===== config.mk =====
export PLATFORM = sky130hd
export DESIGN_NAME = ctf_blend
export DESIGN_NICKNAME = d
export VERILOG_FILES = /design/src/ctf_pkg.sv /design/src/ctf_blend.sv
export SDC_FILE = /design/constraint.sdc
export NUM_CORES = 1
export LEC_CHECK = 0
export BUFFER_PORTS_ARGS = -buffer_cell sky130_fd_sc_hd__buf_4
export CORE_UTILIZATION = 30
export DETAILED_ROUTE_END_ITERATION = 8
export GPL_TIMING_DRIVEN = 0
export PLACE_DENSITY = 0.57
export SYNTH_ARGS = -nofsm -noshare
export SYNTH_HDL_FRONTEND = slang
export SYNTH_SLANG_ARGS = --single-unit

===== constraint.sdc =====
create_clock -name i_clk -period 14.6 [get_ports i_clk]
set_clock_uncertainty 0.2 [all_clocks]
set_input_delay 4.38 -clock i_clk [delete_from_list [all_inputs] [get_ports i_clk]]
set_output_delay 4.38 -clock i_clk [all_outputs]
set_load 0.1 [all_outputs]

===== src/ctf_pkg.sv =====
// ============================================================================
// ctf_pkg
// Shared types, constants and the arctangent table of the tilt filter.
// ============================================================================
package ctf_pkg;

    // Angle range in 1/256 degree and one full turn.
    localparam int ANG_LIMIT  = 46080;
    localparam int ANG_SPAN   = 92160;

    // Gyro path weight of one in Q10.
    localparam int WEIGHT_ONE = 1024;

    // Gyro increment: (rate * ms * 64 + GYRO_ROUND) / GYRO_DIV.
    localparam int GYRO_DIV   = 32750;
    localparam int GYRO_ROUND = 16375;

    // Yaw wrap: a bias of half a turn plus whole turns keeps the sum positive before reduction.
    localparam int YAW_WRAP_STEPS = 8;
    localparam int YAW_BIAS       = ANG_LIMIT + ANG_SPAN * 128;

    // Iteration counts of the serial units.
    localparam int ROOT_STEPS  = 24;
    localparam int MUL_STEPS   = 16;
    localparam int DIV_STEPS   = 25;
    localparam int BLEND_STEPS = 11;

    // Configuration register indexes.
    typedef enum logic [2:0] {
        CFG_GYRO_WEIGHT   = 3'd0,
        CFG_ROLL_TRIM     = 3'd1,
        CFG_PITCH_TRIM    = 3'd2,
        CFG_GYRO_OFFSET_X = 3'd3,
        CFG_GYRO_OFFSET_Y = 3'd4,
        CFG_GYRO_OFFSET_Z = 3'd5
    } t_cfg_idx;

    typedef enum logic [1:0] {S_IDLE, S_FRONT, S_BACK, S_DONE} t_top_state;
    typedef enum logic [1:0] {T_IDLE, T_SQB, T_ROOT, T_ROT} t_tilt_state;
    typedef enum logic [1:0] {G_IDLE, G_MUL, G_LOAD, G_DIV} t_gyro_state;
    typedef enum logic [1:0] {B_IDLE, B_MAC, B_FIN} t_blend_state;

    // atan(2^-i) in 1/65536 degree.
    function automatic logic signed [24:0] atan_step(input logic [4:0] idx);
        logic signed [24:0] v;
        case (idx)
            5'd0:    v = 25'sd2949120;
            5'd1:    v = 25'sd1740967;
            5'd2:    v = 25'sd919879;
            5'd3:    v = 25'sd466945;
            5'd4:    v = 25'sd234379;
            5'd5:    v = 25'sd117304;
            5'd6:    v = 25'sd58666;
            5'd7:    v = 25'sd29335;
            5'd8:    v = 25'sd14668;
            5'd9:    v = 25'sd7334;
            5'd10:   v = 25'sd3667;
            5'd11:   v = 25'sd1833;
            5'd12:   v = 25'sd917;
            5'd13:   v = 25'sd458;
            5'd14:   v = 25'sd229;
            5'd15:   v = 25'sd115;
            5'd16:   v = 25'sd57;
            5'd17:   v = 25'sd29;
            5'd18:   v = 25'sd14;
            5'd19:   v = 25'sd7;
            5'd20:   v = 25'sd4;
            5'd21:   v = 25'sd2;
            5'd22:   v = 25'sd1;
            default: v = 25'sd0;
        endcase
        return v;
    endfunction

endpackage


===== src/ctf_blend.sv =====
// ============================================================================
// ctf_blend
// Complementary blend w*(prev + incr) + (1 - w)*accel with a bit-serial
// multiply-accumulate over the weight bits, then rounding and saturation.
// ============================================================================
module ctf_blend (
    input  logic               i_clk,
    input  logic               i_rst_n,
    input  logic               i_start,
    input  logic        [10:0] i_weight,
    input  logic signed [16:0] i_prev,
    input  logic signed [24:0] i_incr,
    input  logic signed [17:0] i_accel,
    output logic signed [16:0] o_angle,
    output logic               o_done
);
    ctf_pkg::t_blend_state r_state, n_state;

    logic        [3:0]  r_cnt;
    logic signed [25:0] r_a;
    logic signed [17:0] r_b;
    logic        [10:0] r_wg;
    logic        [10:0] r_wa;
    logic signed [37:0] r_s;
    logic signed [16:0] r_angle;
    logic               r_done;

    logic        [10:0] w_wc;
    logic signed [37:0] w_pa;
    logic signed [37:0] w_pb;
    logic signed [37:0] w_rnd;
    logic signed [27:0] w_r;
    logic signed [16:0] w_sat;
    logic               w_last;

    // A weight above one acts as one.
    assign w_wc = (i_weight > 11'(ctf_pkg::WEIGHT_ONE)) ? 11'(ctf_pkg::WEIGHT_ONE) : i_weight;

    // Partial products of the current weight bits, MSB first.
    assign w_pa   = r_wg[10] ? {{12{r_a[25]}}, r_a} : 38'sd0;
    assign w_pb   = r_wa[10] ? {{20{r_b[17]}}, r_b} : 38'sd0;
    assign w_last = (r_cnt == 4'(ctf_pkg::BLEND_STEPS - 1));

    // Round to nearest in Q10 and clamp to half a turn.
    assign w_rnd = r_s + 38'sd512;
    assign w_r   = w_rnd[37:10];
    always_comb begin
        if (w_r > 28'(ctf_pkg::ANG_LIMIT)) begin
            w_sat = 17'(ctf_pkg::ANG_LIMIT);
        end else if (w_r < 28'(-ctf_pkg::ANG_LIMIT)) begin
            w_sat = 17'(-ctf_pkg::ANG_LIMIT);
        end else begin
            w_sat = w_r[16:0];
        end
    end

    // Next state.
    always_comb begin
        n_state = r_state;
        case (r_state)
            ctf_pkg::B_IDLE: begin
                if (i_start) n_state = ctf_pkg::B_MAC;
            end
            ctf_pkg::B_MAC: begin
                if (w_last) n_state = ctf_pkg::B_FIN;
            end
            ctf_pkg::B_FIN: begin
                n_state = ctf_pkg::B_IDLE;
            end
            default: begin
                n_state = ctf_pkg::B_IDLE;
            end
        endcase
    end

    // State and completion flag.
    always_ff @(posedge i_clk) begin
        if (!i_rst_n) begin
            r_state <= ctf_pkg::B_IDLE;
            r_done  <= 1'b0;
        end else begin
            r_state <= n_state;
            if (i_start) begin
                r_done <= 1'b0;
            end else if (r_state == ctf_pkg::B_FIN) begin
                r_done <= 1'b1;
            end
        end
    end

    // Datapath.
    always_ff @(posedge i_clk) begin
        case (r_state)
            ctf_pkg::B_IDLE: begin
                if (i_start) begin
                    r_a   <= {{9{i_prev[16]}}, i_prev} + {i_incr[24], i_incr};
                    r_b   <= i_accel;
                    r_wg  <= w_wc;
                    r_wa  <= 11'(ctf_pkg::WEIGHT_ONE) - w_wc;
                    r_s   <= '0;
                    r_cnt <= '0;
                end
            end
            ctf_pkg::B_MAC: begin
                r_s   <= {r_s[36:0], 1'b0} + w_pa + w_pb;
                r_wg  <= {r_wg[9:0], 1'b0};
                r_wa  <= {r_wa[9:0], 1'b0};
                r_cnt <= r_cnt + 4'd1;
            end
            ctf_pkg::B_FIN: begin
                r_angle <= w_sat;
            end
            default: begin
            end
        endcase
    end

    assign o_angle = r_angle;
    assign o_done  = r_done;

    // The two weights always sum to one.
    a_weight_sum: assert property (@(posedge i_clk) disable iff (!i_rst_n)
        $rose(r_state == ctf_pkg::B_MAC) |-> 12'(r_wg) + 12'(r_wa) ==
                                             12'(ctf_pkg::WEIGHT_ONE))
        else $error("blend: weights do not sum to one");

    // The finished angle stays inside half a turn.
    a_sat: assert property (@(posedge i_clk) disable iff (!i_rst_n)
        $rose(r_done) |-> r_angle <= 17'(ctf_pkg::ANG_LIMIT) &&
                          r_angle >= 17'(-ctf_pkg::ANG_LIMIT))
        else $error("blend: angle outside saturation range");

    // Completion follows the final rounding step.
    a_done_src: assert property (@(posedge i_clk) disable iff (!i_rst_n)
        $rose(r_done) |-> $past(r_state) == ctf_pkg::B_FIN)
        else $error("blend: done raised outside the final step");

endmodule


Word-level counts from Yosys, hierarchy flattened
Index checks and enable logic that the tools add are counted.
{"block": "classes", "addsub": 6, "magnitude_cmp": 3, "n_eq_ne": 5, "n_mux": 15, "bitwise": 1, "reduce_logical": 7}
{"operator": "two-way mux 38 bit", "n": 3}
{"operator": "adder 38 bit", "n": 2}
{"operator": "one-hot mux 38 bit (2 select lines)", "n": 1}
{"operator": "one-hot mux 11 bit (2 select lines)", "n": 2}
{"operator": "adder 38 x 11 -> 38 bit (second input constant)", "n": 1}
{"operator": "two-way mux 11 bit", "n": 3}
{"operator": "> comparator 28 x 17 -> 1 bit (second input constant)", "n": 1}
{"operator": "less-than comparator 28 x 17 -> 1 bit (second input constant)", "n": 1}
{"operator": "adder 17 x 25 -> 26 bit", "n": 1}
{"operator": "two-way mux 17 bit", "n": 1}
{"operator": "> comparator 11 bit (second input constant)", "n": 1}
{"operator": "subtractor 11 bit (first input constant)", "n": 1}
{"operator": "one-hot mux 4 bit (2 select lines)", "n": 1}
{"operator": "AND reduction 2 bit", "n": 3}
{"operator": "adder 4 x 1 -> 4 bit (second input constant)", "n": 1}
{"operator": "equality test 4 bit (second input constant)", "n": 1}
{"operator": "two-way mux 2 bit", "n": 2}
{"operator": "two-way mux 4 bit", "n": 1}
{"operator": "!= test 2 bit (second input constant)", "n": 2}
{"operator": "one-hot mux 2 bit (2 select lines)", "n": 1}
{"operator": "OR reduction 2 bit", "n": 2}
{"operator": "equality test 2 x 1 -> 1 bit (second input constant)", "n": 1}
{"operator": "equality test 2 bit (second input constant)", "n": 1}
{"operator": "zero test 2 bit", "n": 1}
{"operator": "other kinds (2)", "n": 2}
{"block": "totals", "regBits": 128, "input_bits": 74, "output_inout_bits": 18, "elab_cells": 47}

Logic depth before layout (Yosys ltp)
{"block": "depth", "ltp_word": 5, "ltp_mapped": 16, "ltp_nobuf": 15}

Least setup slack after synthesis
Ideal clock, no wire load.
{"block": "synth_path", "path_kind": "input to register", "startpoint": "input port i_start", "endpoint": "register r_a[0] (enable)", "setup_ns": 0.511, "arrival_ns": 7.649, "t_required_ns": 13.889, "path_slack_ns": 6.239, "path_stages": 1, "path_buffers": 0, "cell_sequence": "nor3b_1"}
{"block": "synth_via", "elab_chain_len": 1}
{"item": "from (decl)", "line_no": "ctf_blend.sv:9", "rtl": "input logic i_start,"}
{"item": "AND reduction 2 bit (no line)"}
{"item": "to (signal assigned)", "line_no": "ctf_blend.sv:96", "rtl": "r_a <= {{9{i_prev[16]}}, i_prev} + {i_incr[24], i_incr};"}
{"item": "to (decl)", "line_no": "ctf_blend.sv:20", "rtl": "logic signed [25:0] r_a;"}
No other way between the ends.
A chain may end at the register's enable or synchronous reset.

Worst setup path in the final report
{"block": "layout_path", "startpoint": "input port i_prev[0]", "endpoint": "register r_a[24], data pin"}
{"block": "layout_via", "elab_chain_len": 1}
{"item": "from (decl)", "line_no": "ctf_blend.sv:11", "rtl": "input logic signed [16:0] i_prev,"}
{"item": "adder 17 x 25 -> 26 bit", "line_no": "ctf_blend.sv:96"}
No other way between the ends.

==> results.md <==
- Status: finished clean
- Hold Fails Final Rpt: 0
- Hold Startpoint: o_done
- Fin crit period: 7380 ps
- Synth Warn #: 0
- Syn Area/Cell: 10.2 um2
- Slowest CP cell: a31oi_1
- Clk Latency, worst-skew pair: 430 ps
- Most common cell on crit path: o21ai_0
- Initial antenna violation count: 0
- Static Leakage: 4.71 nW
- Fin area: 0.0114 mm2
- Total track usage: 13.6%
- Pin count of the biggest net entering global routing: 31
- CTS tree: built
- CTS-repair resized insts: 0
- Hold endpoint: o_done
- Antenna violation net count after detailed routing: 0
- # nets final: ~1,200
- Synth cell types: 74
- Worst setup SP type: input pin
- Critical R2R Launch: r_wa[10]
- DRT iter0 DRCs: 427
- Worst reg-to-reg setup slack: 9170 ps
- Post-synth top area share: approximately two fifths
- N_diodes: 0
- Maximum VDD drop: between 0.08 and 0.09 mV
- RSZ-0062 raised after global routing: false
- Most frequent cells after synthesis: edfxtp_1 (124), nor2_1 (104), nand2_1 (76), ha_1 (66), a21oi_1 (62)
- Clock-pin slew on the worst setup and hold paths: approximately 60 ps
- Fillers: 3,146
- Setup violations, final: 0
- Die Wd: 180 um
- DIE AREA: 0.0325 mm2
- Cts hold-fix bufs: 0
- Synthesized Nets: 1,109
- Vias in the first global route: roughly 7,100
- Largest area contributor in the netlist: edfxtp_1
- CTS Sinks: ~130
- I/O Pins: 92
- Critical Path RT: 14,540 ps
- Layout area overhead: 19.4%
- GP Congestion: about 0.84
- Max-cap violation count: 0
- Clock Path Buffers: 2
- # Post-CTS Setup Buffers: 0
- Drt first pass iters: 5
- Crit path max fanout: 5
- Post-Syn Area: 0.00952 mm2
- Synth Flop Type: edfxtp_1
- Type of the worst min-delay path: register to register
- Final wirelength: ~21 mm
- Layout cells sized above 1: 14.3%
- Routed length per placed instance: 14.6 um
- Setup CP Type: input pin to register
- Setup TNS: 0 ps
- Register area share after synthesis: 39.7%
- TritonCTS Buffers: 17
- # rows: 64
- H-tree levels: 4
- Max Fclk: 0.136 GHz
- Number of synthesized flops with an enable pin: 124
- Least-Margin Pin Slew: about 970 ps
- Worst Reg-to-Reg Cells: 16
- Placed Area: 0.0108 mm2
- First-pass GRT wire length: 35.4 mm
- Synth async-reset ratio: 0%
- Chip Height: around 180 um
- Via density: 4.92
- Synthesized flop and latch total: 127
- Core area: 0.0309 mm2
- Worst Path Arrival: 7320 ps
- Clk Tree Root Cell: clkbuf_16
- Pwr Density: between 100 and 150 mW/mm2
- Worst r2r dst: r_s[37]
- Crit-path cells: buf_4, ha_1, inv_1, fa_1, nor2b_1, o21ai_0, a21boi_0, o21ai_0, a31oi_1, a21oi_1, o211a_1, o21ai_0, o311ai_0
- Largest cells by area after synthesis: edfxtp_1 (39%), ha_1 (8.7%), fa_1 (8.0%)
- Endpoint class of the critical path: register
- Gr ovfl total: 0
- Routed via count: 7,160
- DRC violations left: 0
- Final period utilization: 50.5%
- Port Buffers: 91
- Synthesized instance count: 931
- Min-Delay Path Depth: 2
- Max-slew violation count: 0
- Critical path's largest stage delay: 450 ps
- HPWL Detailed: 16.7 mm
- Starting Density: a little under a third
- Most common cell in the netlist: edfxtp_1
- Relative slew slack: 35.6%
## metrics by stage
| step | power [mW] | utilization [%] | cells | hold WS [ps] | setup WS (ps) |
|---|---|---|---|---|---|
| 3_3_place_gp | 1.05 | 34.6 | 1418 | 289 | 4450 |
| 3_5_place_dp | 1.06 | 35.0 | 1424 | 295 | 6800 |
| 4_1_cts | 1.48 | 36.8 | 1456 | 304 | 7250 |
| 5_1_grt | 1.57 | 36.8 | 1456 | 341 | 7060 |
| 2_1_floorplan | 0.925 | - | 931 | 284 | 6240 |
| 6_report | 1.47 | 36.8 | 1456 | 297 | 7220 |
## per-layer routing
metal / track usage (%) / share of wire [%] / vias up
li1: - / - / 3638
met1: 18.4 / 50 / 3354
met2: 21.7 / 45 / 151
met3: 2.59 / 3.6 / 17
met4: 4.65 / 1.5 / 0
met5: 0 / 0 / -
## how the worst max path moves through the flow
stage / cells past startpoint / slack (ps) / endpoint / from
CTS: 13 / 7250 / r_a[24] / i_prev[0]
detailed placement: 13 / 6800 / r_a[24] / i_prev[0]
finish: 13 / 7220 / r_a[24] / i_prev[0]
global route: 13 / 7060 / r_a[24] / i_prev[0]
global placement: 2 / 4450 / r_b[14] / i_start
floorplan: 1 / 6240 / r_a[0] / i_start
## layout make-up
cell class                      instances  area, um2  share of cell area, %
Sequential cell                       127       3780                   33.3
Tap cell                              396        495                   4.36
Timing Repair Buffer                   97        772                   6.79
Clock buffer                           18        429                   3.77
Clock inverter                         14        138                   1.21
Inverter                               22       82.6                  0.726
Multi-Input combinational cell        757       5570                   49.0
Buffer                                 25        103                  0.902
## registers in the layout, summed over array words and instances (netlist names)
signal   flops
r_s         38
o_done       1
r_a         26
o_angle     17
r_wa        10
r_state      2
r_b         18
r_wg        11
r_cnt        4
## worst max-delay path, delay by kind of cell
family / cells / cell delay, ps
AO/OA/AOI/OAI: 8 / 2130
AND/OR/NAND/NOR: 1 / 120
adder cells (fa/ha/maj): 2 / 550
buffers and inverters: 2 / 130
## layout by cell type, fill, tap and decap left out, drive strengths merged, types with 5 or more instances in the layout
cell / count
buf: 99
clkinv: 9
a21o: 31
o21bai: 6
nor4: 5
and2: 48
fa: 38
and3: 12
o21ai: 46
o21a: 9
nor2: 104
nand4: 10
xnor2: 48
xor2: 29
a21oi: 63
nor3: 22
edfxtp: 124
a211oi: 7
inv: 25
ha: 66
nand2b: 13
nor2b: 10
a31oi: 8
nand3: 30
nand2: 76
mux2i: 5
clkbuf: 41
nor3b: 7
## power breakdown
group | switching [mW] | internal [mW]
Combinational | 0.301 | 0.237
Sequential | 0.0517 | 0.466
Clock | 0.173 | 0.237
Total | 0.526 | 0.940
## kinds of logic after synthesis
family,synth area share [%]
and+or+nand+nor,19.1
AOI/OAI and AO/OA,14.9
DFF,39.7
adders and majority gates,16.7
xor gates and xnor gates,7.08
buffers and inverters,1.94
muxes,0.526
Power figures use the tool's default switching activity.
