## config.mk

```make
export PLATFORM = sky130hd
export DESIGN_NAME = ctf_tilt
export DESIGN_NICKNAME = d
export VERILOG_FILES = /design/src/ctf_pkg.sv /design/src/ctf_tilt.sv
export SDC_FILE = /design/constraint.sdc
export NUM_CORES = 2
export LEC_CHECK = 0
export ABC_CLOCK_PERIOD_IN_PS = 25600
export BUFFER_PORTS_ARGS = -buffer_cell sky130_fd_sc_hd__buf_4
export CORE_ASPECT_RATIO = 1.25
export CORE_MARGIN = 5
export CORE_UTILIZATION = 45
export CTS_BUF_LIST = sky130_fd_sc_hd__clkbuf_8
export DETAILED_ROUTE_END_ITERATION = 8
export PLACE_DENSITY = 0.65
export RECOVER_POWER = 25
export SLEW_MARGIN = 10
export SYNTH_ARGS = -nofsm -noshare
export SYNTH_HDL_FRONTEND = slang
export SYNTH_SLANG_ARGS = --single-unit
```

## constraint.sdc

```tcl
create_clock -name i_clk -period 25.6 [get_ports i_clk]
set_input_delay 3.84 -clock i_clk [delete_from_list [all_inputs] [get_ports i_clk]]
set_output_delay 3.84 -clock i_clk [all_outputs]
set_load 0.01 [all_outputs]
```

## src/ctf_pkg.sv

```systemverilog
// ============================================================================
// ctf_pkg
// Shared types, constants and the arctangent table of the tilt filter.
// ============================================================================
package ctf_pkg;

    // Angle range in 1/256 degree and one full turn.
    localparam int ANG_LIMIT  = 46080;
    localparam int ANG_SPAN   = 92160;

    // Gyro path weight of one in Q10.
    localparam int WEIGHT_ONE = 1024;

    // Gyro increment: (rate * ms * 64 + GYRO_ROUND) / GYRO_DIV.
    localparam int GYRO_DIV   = 32750;
    localparam int GYRO_ROUND = 16375;

    // Yaw wrap: a bias of half a turn plus whole turns keeps the sum positive before reduction.
    localparam int YAW_WRAP_STEPS = 8;
    localparam int YAW_BIAS       = ANG_LIMIT + ANG_SPAN * 128;

    // Iteration counts of the serial units.
    localparam int ROOT_STEPS  = 24;
    localparam int MUL_STEPS   = 16;
    localparam int DIV_STEPS   = 25;
    localparam int BLEND_STEPS = 11;

    // Configuration register indexes.
    typedef enum logic [2:0] {
        CFG_GYRO_WEIGHT   = 3'd0,
        CFG_ROLL_TRIM     = 3'd1,
        CFG_PITCH_TRIM    = 3'd2,
        CFG_GYRO_OFFSET_X = 3'd3,
        CFG_GYRO_OFFSET_Y = 3'd4,
        CFG_GYRO_OFFSET_Z = 3'd5
    } t_cfg_idx;

    typedef enum logic [1:0] {S_IDLE, S_FRONT, S_BACK, S_DONE} t_top_state;
    typedef enum logic [1:0] {T_IDLE, T_SQB, T_ROOT, T_ROT} t_tilt_state;
    typedef enum logic [1:0] {G_IDLE, G_MUL, G_LOAD, G_DIV} t_gyro_state;
    typedef enum logic [1:0] {B_IDLE, B_MAC, B_FIN} t_blend_state;

    // atan(2^-i) in 1/65536 degree.
    function automatic logic signed [24:0] atan_step(input logic [4:0] idx);
        logic signed [24:0] v;
        case (idx)
            5'd0:    v = 25'sd2949120;
            5'd1:    v = 25'sd1740967;
            5'd2:    v = 25'sd919879;
            5'd3:    v = 25'sd466945;
            5'd4:    v = 25'sd234379;
            5'd5:    v = 25'sd117304;
            5'd6:    v = 25'sd58666;
            5'd7:    v = 25'sd29335;
            5'd8:    v = 25'sd14668;
            5'd9:    v = 25'sd7334;
            5'd10:   v = 25'sd3667;
            5'd11:   v = 25'sd1833;
            5'd12:   v = 25'sd917;
            5'd13:   v = 25'sd458;
            5'd14:   v = 25'sd229;
            5'd15:   v = 25'sd115;
            5'd16:   v = 25'sd57;
            5'd17:   v = 25'sd29;
            5'd18:   v = 25'sd14;
            5'd19:   v = 25'sd7;
            5'd20:   v = 25'sd4;
            5'd21:   v = 25'sd2;
            5'd22:   v = 25'sd1;
            default: v = 25'sd0;
        endcase
        return v;
    endfunction

endpackage

```

## src/ctf_tilt.sv

```systemverilog
// ============================================================================
// ctf_tilt
// Accelerometer tilt angle: bit-serial square root of a^2 + b^2 followed by
// a one-step-per-cycle CORDIC vectoring pass.
// ============================================================================
module ctf_tilt #(
    parameter int CORDIC_STEPS = 16
) (
    input  logic               i_clk,
    input  logic               i_rst_n,
    input  logic               i_start,
    input  logic signed [16:0] i_num,
    input  logic signed [15:0] i_a,
    input  logic signed [15:0] i_b,
    output logic signed [16:0] o_angle,
    output logic               o_done
);
    localparam int IW = (CORDIC_STEPS > 1) ? $clog2(CORDIC_STEPS) : 1;

    ctf_pkg::t_tilt_state r_state, n_state;

    logic        [4:0]    r_cnt;
    logic        [15:0]   r_bmag;
    logic        [31:0]   r_sq;
    logic        [47:0]   r_rad;
    logic        [25:0]   r_rem;
    logic        [23:0]   r_root;
    logic signed [16:0]   r_num;
    logic signed [26:0]   r_x;
    logic signed [26:0]   r_y;
    logic signed [24:0]   r_z;
    logic        [IW-1:0] r_i;
    logic signed [16:0]   r_angle;
    logic                 r_done;

    logic        [15:0] w_amag;
    logic        [15:0] w_bmag;
    logic        [27:0] w_rem_sh;
    logic        [27:0] w_trial;
    logic        [27:0] w_rem_sub;
    logic               w_fit;
    logic        [23:0] w_root_nx;
    logic signed [26:0] w_xs;
    logic signed [26:0] w_ys;
    logic signed [26:0] w_x_nx;
    logic signed [26:0] w_y_nx;
    logic signed [24:0] w_z_nx;
    logic signed [24:0] w_z_rnd;
    logic               w_last_root;
    logic               w_last_rot;
    logic               w_zero;

    // Operand magnitudes.
    assign w_amag = i_a[15] ? 16'(-i_a) : 16'(i_a);
    assign w_bmag = i_b[15] ? 16'(-i_b) : 16'(i_b);

    // One root digit per cycle, two radicand bits consumed.
    assign w_rem_sh    = {r_rem, r_rad[47:46]};
    assign w_trial     = {2'b00, r_root, 2'b01};
    assign w_fit       = (w_rem_sh >= w_trial);
    assign w_rem_sub   = w_rem_sh - w_trial;
    assign w_root_nx   = {r_root[22:0], w_fit};
    assign w_last_root = (r_cnt == 5'(ctf_pkg::ROOT_STEPS - 1));
    assign w_zero      = (w_root_nx == 24'd0) && (r_num == 17'sd0);

    // One CORDIC rotation per cycle, driving y toward zero.
    assign w_xs = r_x >>> r_i;
    assign w_ys = r_y >>> r_i;
    always_comb begin
        if (!r_y[26]) begin
            w_x_nx = r_x + w_ys;
            w_y_nx = r_y - w_xs;
            w_z_nx = r_z + ctf_pkg::atan_step(5'(r_i));
        end else begin
            w_x_nx = r_x - w_ys;
            w_y_nx = r_y + w_xs;
            w_z_nx = r_z - ctf_pkg::atan_step(5'(r_i));
        end
    end
    assign w_z_rnd    = w_z_nx + 25'sd128;
    assign w_last_rot = (r_i == IW'(CORDIC_STEPS - 1));

    // Next state.
    always_comb begin
        n_state = r_state;
        case (r_state)
            ctf_pkg::T_IDLE: begin
                if (i_start) n_state = ctf_pkg::T_SQB;
            end
            ctf_pkg::T_SQB: begin
                n_state = ctf_pkg::T_ROOT;
            end
            ctf_pkg::T_ROOT: begin
                if (w_last_root) n_state = w_zero ? ctf_pkg::T_IDLE : ctf_pkg::T_ROT;
            end
            ctf_pkg::T_ROT: begin
                if (w_last_rot) n_state = ctf_pkg::T_IDLE;
            end
            default: begin
                n_state = ctf_pkg::T_IDLE;
            end
        endcase
    end

    // State and completion flag.
    always_ff @(posedge i_clk) begin
        if (!i_rst_n) begin
            r_state <= ctf_pkg::T_IDLE;
            r_done  <= 1'b0;
        end else begin
            r_state <= n_state;
            if (i_start) begin
                r_done <= 1'b0;
            end else if ((r_state == ctf_pkg::T_ROOT && w_last_root && w_zero) ||
                         (r_state == ctf_pkg::T_ROT && w_last_rot)) begin
                r_done <= 1'b1;
            end
        end
    end

    // Datapath.
    always_ff @(posedge i_clk) begin
        case (r_state)
            ctf_pkg::T_IDLE: begin
                if (i_start) begin
                    r_sq   <= {16'd0, w_amag} * {16'd0, w_amag};
                    r_bmag <= w_bmag;
                    r_num  <= i_num;
                end
            end
            ctf_pkg::T_SQB: begin
                r_rad  <= {r_sq + {16'd0, r_bmag} * {16'd0, r_bmag}, 16'd0};
                r_rem  <= '0;
                r_root <= '0;
                r_cnt  <= '0;
            end
            ctf_pkg::T_ROOT: begin
                r_rem  <= w_fit ? w_rem_sub[25:0] : w_rem_sh[25:0];
                r_root <= w_root_nx;
                r_rad  <= {r_rad[45:0], 2'b00};
                r_cnt  <= r_cnt + 5'd1;
                if (w_last_root) begin
                    r_x <= {3'b000, w_root_nx};
                    r_y <= {{2{r_num[16]}}, r_num, 8'd0};
                    r_z <= '0;
                    r_i <= '0;
                    if (w_zero) r_angle <= '0;
                end
            end
            ctf_pkg::T_ROT: begin
                r_x <= w_x_nx;
                r_y <= w_y_nx;
                r_z <= w_z_nx;
                r_i <= r_i + IW'(1);
                if (w_last_rot) r_angle <= w_z_rnd[24:8];
            end
            default: begin
            end
        endcase
    end

    assign o_angle = r_angle;
    assign o_done  = r_done;

    // The square root remainder never exceeds twice the root.
    a_rem_bound: assert property (@(posedge i_clk) disable iff (!i_rst_n)
        r_state == ctf_pkg::T_ROT |-> r_rem <= {1'b0, r_root, 1'b0})
        else $error("tilt: square root remainder out of bound");

    // Completion is only flagged as the rotation or the zero case ends.
    a_done_src: assert property (@(posedge i_clk) disable iff (!i_rst_n)
        $rose(r_done) |-> $past(r_state) == ctf_pkg::T_ROT ||
                          $past(r_state) == ctf_pkg::T_ROOT)
        else $error("tilt: done raised outside the iteration");

    // A new start always clears a previous completion.
    a_start_clr: assert property (@(posedge i_clk) disable iff (!i_rst_n)
        i_start |=> !r_done)
        else $error("tilt: done survived a start");

endmodule

```

After elaboration in Yosys (flattened, before gate mapping)
Memory sizes are Yosys's and may differ from the RTL's. A register that Yosys moved wholly into a read port is not among the register bits.
Index checks and enable logic that the tools add are counted.
{"block": "word_totals", "rom_bits": 704, "out_inout_bits": 18, "inputBits": 52, "mem_count": 2, "elab_cells": 91, "ff_bits": 271}
{"block": "op_classes", "n_addsub": 13, "muxes": 31, "shifts": 2, "bitwise_logic": 1, "n_reduce_logical": 15, "mul": 2, "n_eq_ne": 9, "n_lt_le_gt_ge": 1}
{"memory": "(no name shown)", "depth": 16, "width": 22, "rd": 1, "rd_clocked_by_memory_dff": 1, "write_ports": 0, "line_no": "ctf_pkg.sv:46", "text": "case (idx)"}
{"memory": "(no name shown)", "depth": 16, "width": 22, "rd": 1, "rd_clocked_by_memory_dff": 1, "write_ports": 0, "line_no": "ctf_pkg.sv:46"}
{"op": "$mux W27", "count": 4}
{"op": "$pmux W27 S2", "count": 2}
{"op": "$mux W25", "count": 4}
{"op": "$pmux W48 S2", "count": 1}
{"op": "$mul A16 B16 Y32", "count": 2}
{"op": "$add A27 B27 Y27", "count": 2}
{"op": "$sshr A27 B4 Y27", "count": 2}
{"op": "$sub A27 B27 Y27", "count": 2}
{"op": "$pmux W26 S2", "count": 1}
{"op": "$mux W17", "count": 3}
{"op": "$pmux W25 S2", "count": 1}
{"op": "$pmux W24 S2", "count": 1}
{"op": "$pmux W17 S2", "count": 1}
{"op": "$add A32 B32 Y32", "count": 1}
{"op": "$neg A16 Y16", "count": 2}
{"op": "$ge A28 B26 Y1", "count": 1}
{"op": "$mux W26", "count": 1}
{"op": "$sub A26 B26 Y26", "count": 1}
{"op": "$add A25 B25 Y25", "count": 1}
{"op": "$add A25 B9 Y25 const B", "count": 1}
{"op": "$sub A25 B25 Y25", "count": 1}
{"op": "$logic_not A24 Y1", "count": 1}
{"op": "$logic_not A17 Y1", "count": 1}
{"op": "$mux W16", "count": 1}
{"op": "other kinds (22)", "count": 36}

Depth between registers and ports, before layout
{"block": "logic_depth", "depth_word": 6, "mapped_depth": 33, "ltp_nobuf": 32}

Worst setup path before layout
OpenSTA, ideal clock, no wires.
{"block": "synth_timing", "path_kind": "input -> register", "startpoint": "input port i_a[5]", "endpoint": "register r_sq[31] (data pin)", "path_buffers": 0, "path_slack_ns": 14.127, "stages": 30, "required_ns": 25.340, "setup_time_ns": 0.260, "t_arrival_ns": 11.213, "path_cell_list": "or4_1 -> nor2_1 -> nand2_1 -> or3_1 -> nand2_1 -> xor2_1 -> clkinv_1 -> nand2_1 -> inv_1 -> fa_1 -> inv_1 -> fa_1 -> inv_1 -> fa_1 -> fa_1 -> fa_1 -> inv_1 -> fa_1 -> inv_1 -> ha_1 -> a21o_1 -> a21o_1 -> a21oi_1 -> o21a_1 -> o311a_1 -> o311ai_0 -> a2111oi_0 -> o31ai_1 -> a21oi_1 -> xnor2_1"}
{"block": "synth_between", "elab_chain_len": 3}
{"item": "start, declared", "line_no": "ctf_tilt.sv:13", "text": "input logic signed [15:0] i_a,"}
{"item": "$neg A16 Y16", "line_no": "ctf_tilt.sv:54", "text": "assign w_amag = i_a[15] ? 16'(-i_a) : 16'(i_a);"}
{"item": "$mux W16 (*)", "line_no": "ctf_tilt.sv:54"}
{"item": "$mul A16 B16 Y32 (*)", "line_no": "ctf_tilt.sv:126", "text": "r_sq <= {16'd0, w_amag} * {16'd0, w_amag};"}
{"item": "end signal, assigned", "line_no": "ctf_tilt.sv:126"}
{"item": "end, declared", "line_no": "ctf_tilt.sv:24", "text": "logic [31:0] r_sq;"}
Every way passes the cells marked *; elsewhere a longest branch is shown, timed or not.
A chain may end at the register's enable or synchronous reset.

Worst setup path after layout
Ends and elaborated chain as after synthesis.

==> impl_results.md <==
* Failing checks: capacitance limit, slew limit
* Hold Path Class: flop to flop
* Crit start category: primary input
* Dpl cells at 4,762
* Max clock buf depth at 3
* DP Wirelength at 66,710 µm
* Synth Area in Adders at 31.64%
* Cts bufs inserted at 52
* Xor/xnor cell area share of the yosys netlist at 6.464%
* Grt met2 use at 37.01%
* Number of remaining DRC errors at 0
* Seq/Total Area, Yosys at 22.64%
* Synth Area in Simple Gates at 12.97%
* PostCTS Resize Cnt at 0
* Crit path required time at 25.98 ns
* Setup Total Neg Slack at 0 ns
* Top cells by area in the synthesized netlist: edfxtp_1 21%, fa_1 20%, ha_1 11%
* All-layer global routing usage at 19.95%
* Number of enable flip-flop cells after synthesis at 251
* CTS tree: built
* Slowest cell delay on critical path at 0.61 ns
* Worst Setup Path Type: primary input to flop
* #FFs+latches synth at 276
* Yosys warns at 0
* Cell Area, Synth at 0.03550 mm²
* Non-Filler Instances at 4,861
* GP Congestion at 0.9038
* Core Area at 0.07856 mm²
* GRT overflow at 0
* Area growth, synth to finish at 7.362%
* Largest net degree at the start of global routing at 74
* Global routing's busiest layer: met2
* FP Rows at 115
* Initial antenna violation count at 2
* Via Count at 26.24k
* Worst EP arrival at 12.27 ns
* Die Area at 0.08464 mm²
* Global-route wire length before repair at 137,700 µm
* Largest family of logic cells by synthesized area: adder cells
* Cell count along the critical path at 27
* DRT antenna net count at 0
* Crit-path most repeated cell: fa_1
* Die X at 261.2 µm
* Clk Latency, worst-skew pair at 0.66 ns
* Final net count at 4,495
* Mux share of post-synthesis cell area at 6.788%
* Most frequent cell after synthesis: inv_1
* Fmax at 84.12 MHz
* Max-cap violations at 7
* Clock Sinks at 276
* Clk slew on worst S/H paths at 0.07 ns
* Commonest cells in the netlist: 592 x inv_1, 363 x fa_1, 324 x nand2_1
* Primary FF master, synth: edfxtp_1
* Crit path time final at 11.89 ns
* CP Buf/Inv Count at 5
* Skew final at 0.02529 ns
* Worst path slowest cell: xor2_1
* Layout cells sized above 1 at 7.644%
* Io pins at 70
* Synth cell types at 87
* Final Hold Fails at 0
* Post-CTS Hold Fix Bufs at 0
* Final setup viols at 0
* IO buf count at 69
* Tcrit/Tclk final at 46.44%
* WHS at 0.5237 ns
* Max-slew violations at 291
* H-tree depth at 2
* Synth top area share at 21.23%
* GR Util met1 at 23.86%
* Grt met3 use at 1.853%
* CP max FO at 10
* Setup crit end kind: flop
* Critical path's top delay family: adder cells
* Post CTS Setup Buffer Count at 0
* Routed vias/inst at 5.399
* Root buffer cell: clkbuf_8
* Fin util at 48.52%
* Die Ht at 324.0 µm
* Initial DRC Count at 1,578
* Post-synth ARST share at 0%
* FF-to-FF path depth at 20
* Vias in the first global route at 27.07k
* Mean area per synthesized cell at 9.538 µm²
* Routed WL at 84,150 µm
* Synth Area in Compound Gates at 11.62%
* Tightest Pin Transition at 3.641 ns
* Worst hold path stage count at 2
* Cell taking the most area after synthesis: edfxtp_1
* Synthesized instance count at 3,722
* Pre-antenna DRT Iters at 6
* Outcome: finished, violations left
* RSZ-0062 raised after global routing: false
* Initial Util at 45.19%
* Max transition margin at -142.8%
* DR WL/cell at 17.31 µm
[path summary, 6_finish.rpt]
path                   from   endpoint  slack [ns]
setup / recovery     i_a[5]   r_sq[31]       13.71
setup reg to reg  r_bmag[0]  r_rad[47]       18.02
hold / removal    r_rad[20]  r_rad[22]        0.52
hold reg to reg   r_rad[20]  r_rad[22]        0.52
[flip-flops by register name, indices dropped and copies added, names as in the netlist, 4 cells and up, named ones only]
signal,cells
r_rad,32
r_sq,31
r_x,27
r_y,27
r_rem,26
r_z,25
r_root,24
o_angle,17
r_num,17
r_bmag,16
r_cnt,5
r_i,4
[cell usage in the layout, fill, tap and decap left out, drive strengths merged, types with 51 or more instances in the layout]
cell type  Yosys  final
nor2         287    287
xnor2        176    176
clkbuf        88     59
nor3          51     51
nand2        325    325
and2          82     82
nand3         54     54
a21o          86     86
inv          596    605
ha           317    317
mux4          61     61
fa           363    363
xor2          86     86
buf           32     91
mux2i         51     51
o21ai        132    132
edfxtp       251    251
a21oi        180    180
[final cells by class]
type                            count  area, µm²
Tap cell                         1053       1318
Timing Repair Buffer               97      705.7
Sequential cell                   276       8038
Antenna cell                        1      2.502
Clock inverter                     45      349.1
Clock buffer                       53      729.5
Fill cell                        7423      40450
Inverter                          601       2257
Multi-Input combinational cell   2735      24720
[cell families (layout without fill, tap and decap cells)]
kind of cell | Yosys count | count (layout)
and+or+nand+nor | 983 | 983
buffers and inverters | 721 | 796
adders and majority gates | 680 | 680
AOI/OAI and AO/OA | 645 | 645
DFF | 276 | 276
xor gates and xnor gates | 262 | 262
muxes | 153 | 153
other | 2 | 13
[metal layers]
layer	share of wire [%]	vias up
met5	0	-
met4	4.2	0
met3	3.9	187
met2	52	653
met1	40	12750
li1	-	12660
[per-stage QoR]
step,setup WS (ns),cell area [µm²]
final,13.71,38120
after detailed placement,13.10,37070
after global placement,13.21,37070
after floorplan,14.13,35540
after global routing,13.21,38120
after CTS,13.78,38150
[tightest hold or removal path, cell delays in order, from the launching register on]
cell      delay (ns)
edfxtp_1        0.32
nand2_1         0.05
o21ai_0         0.06
Power is left out: the tool's default activity adds up to more than one toggle a clock period on the data nets, which glitch-free logic cannot reach.
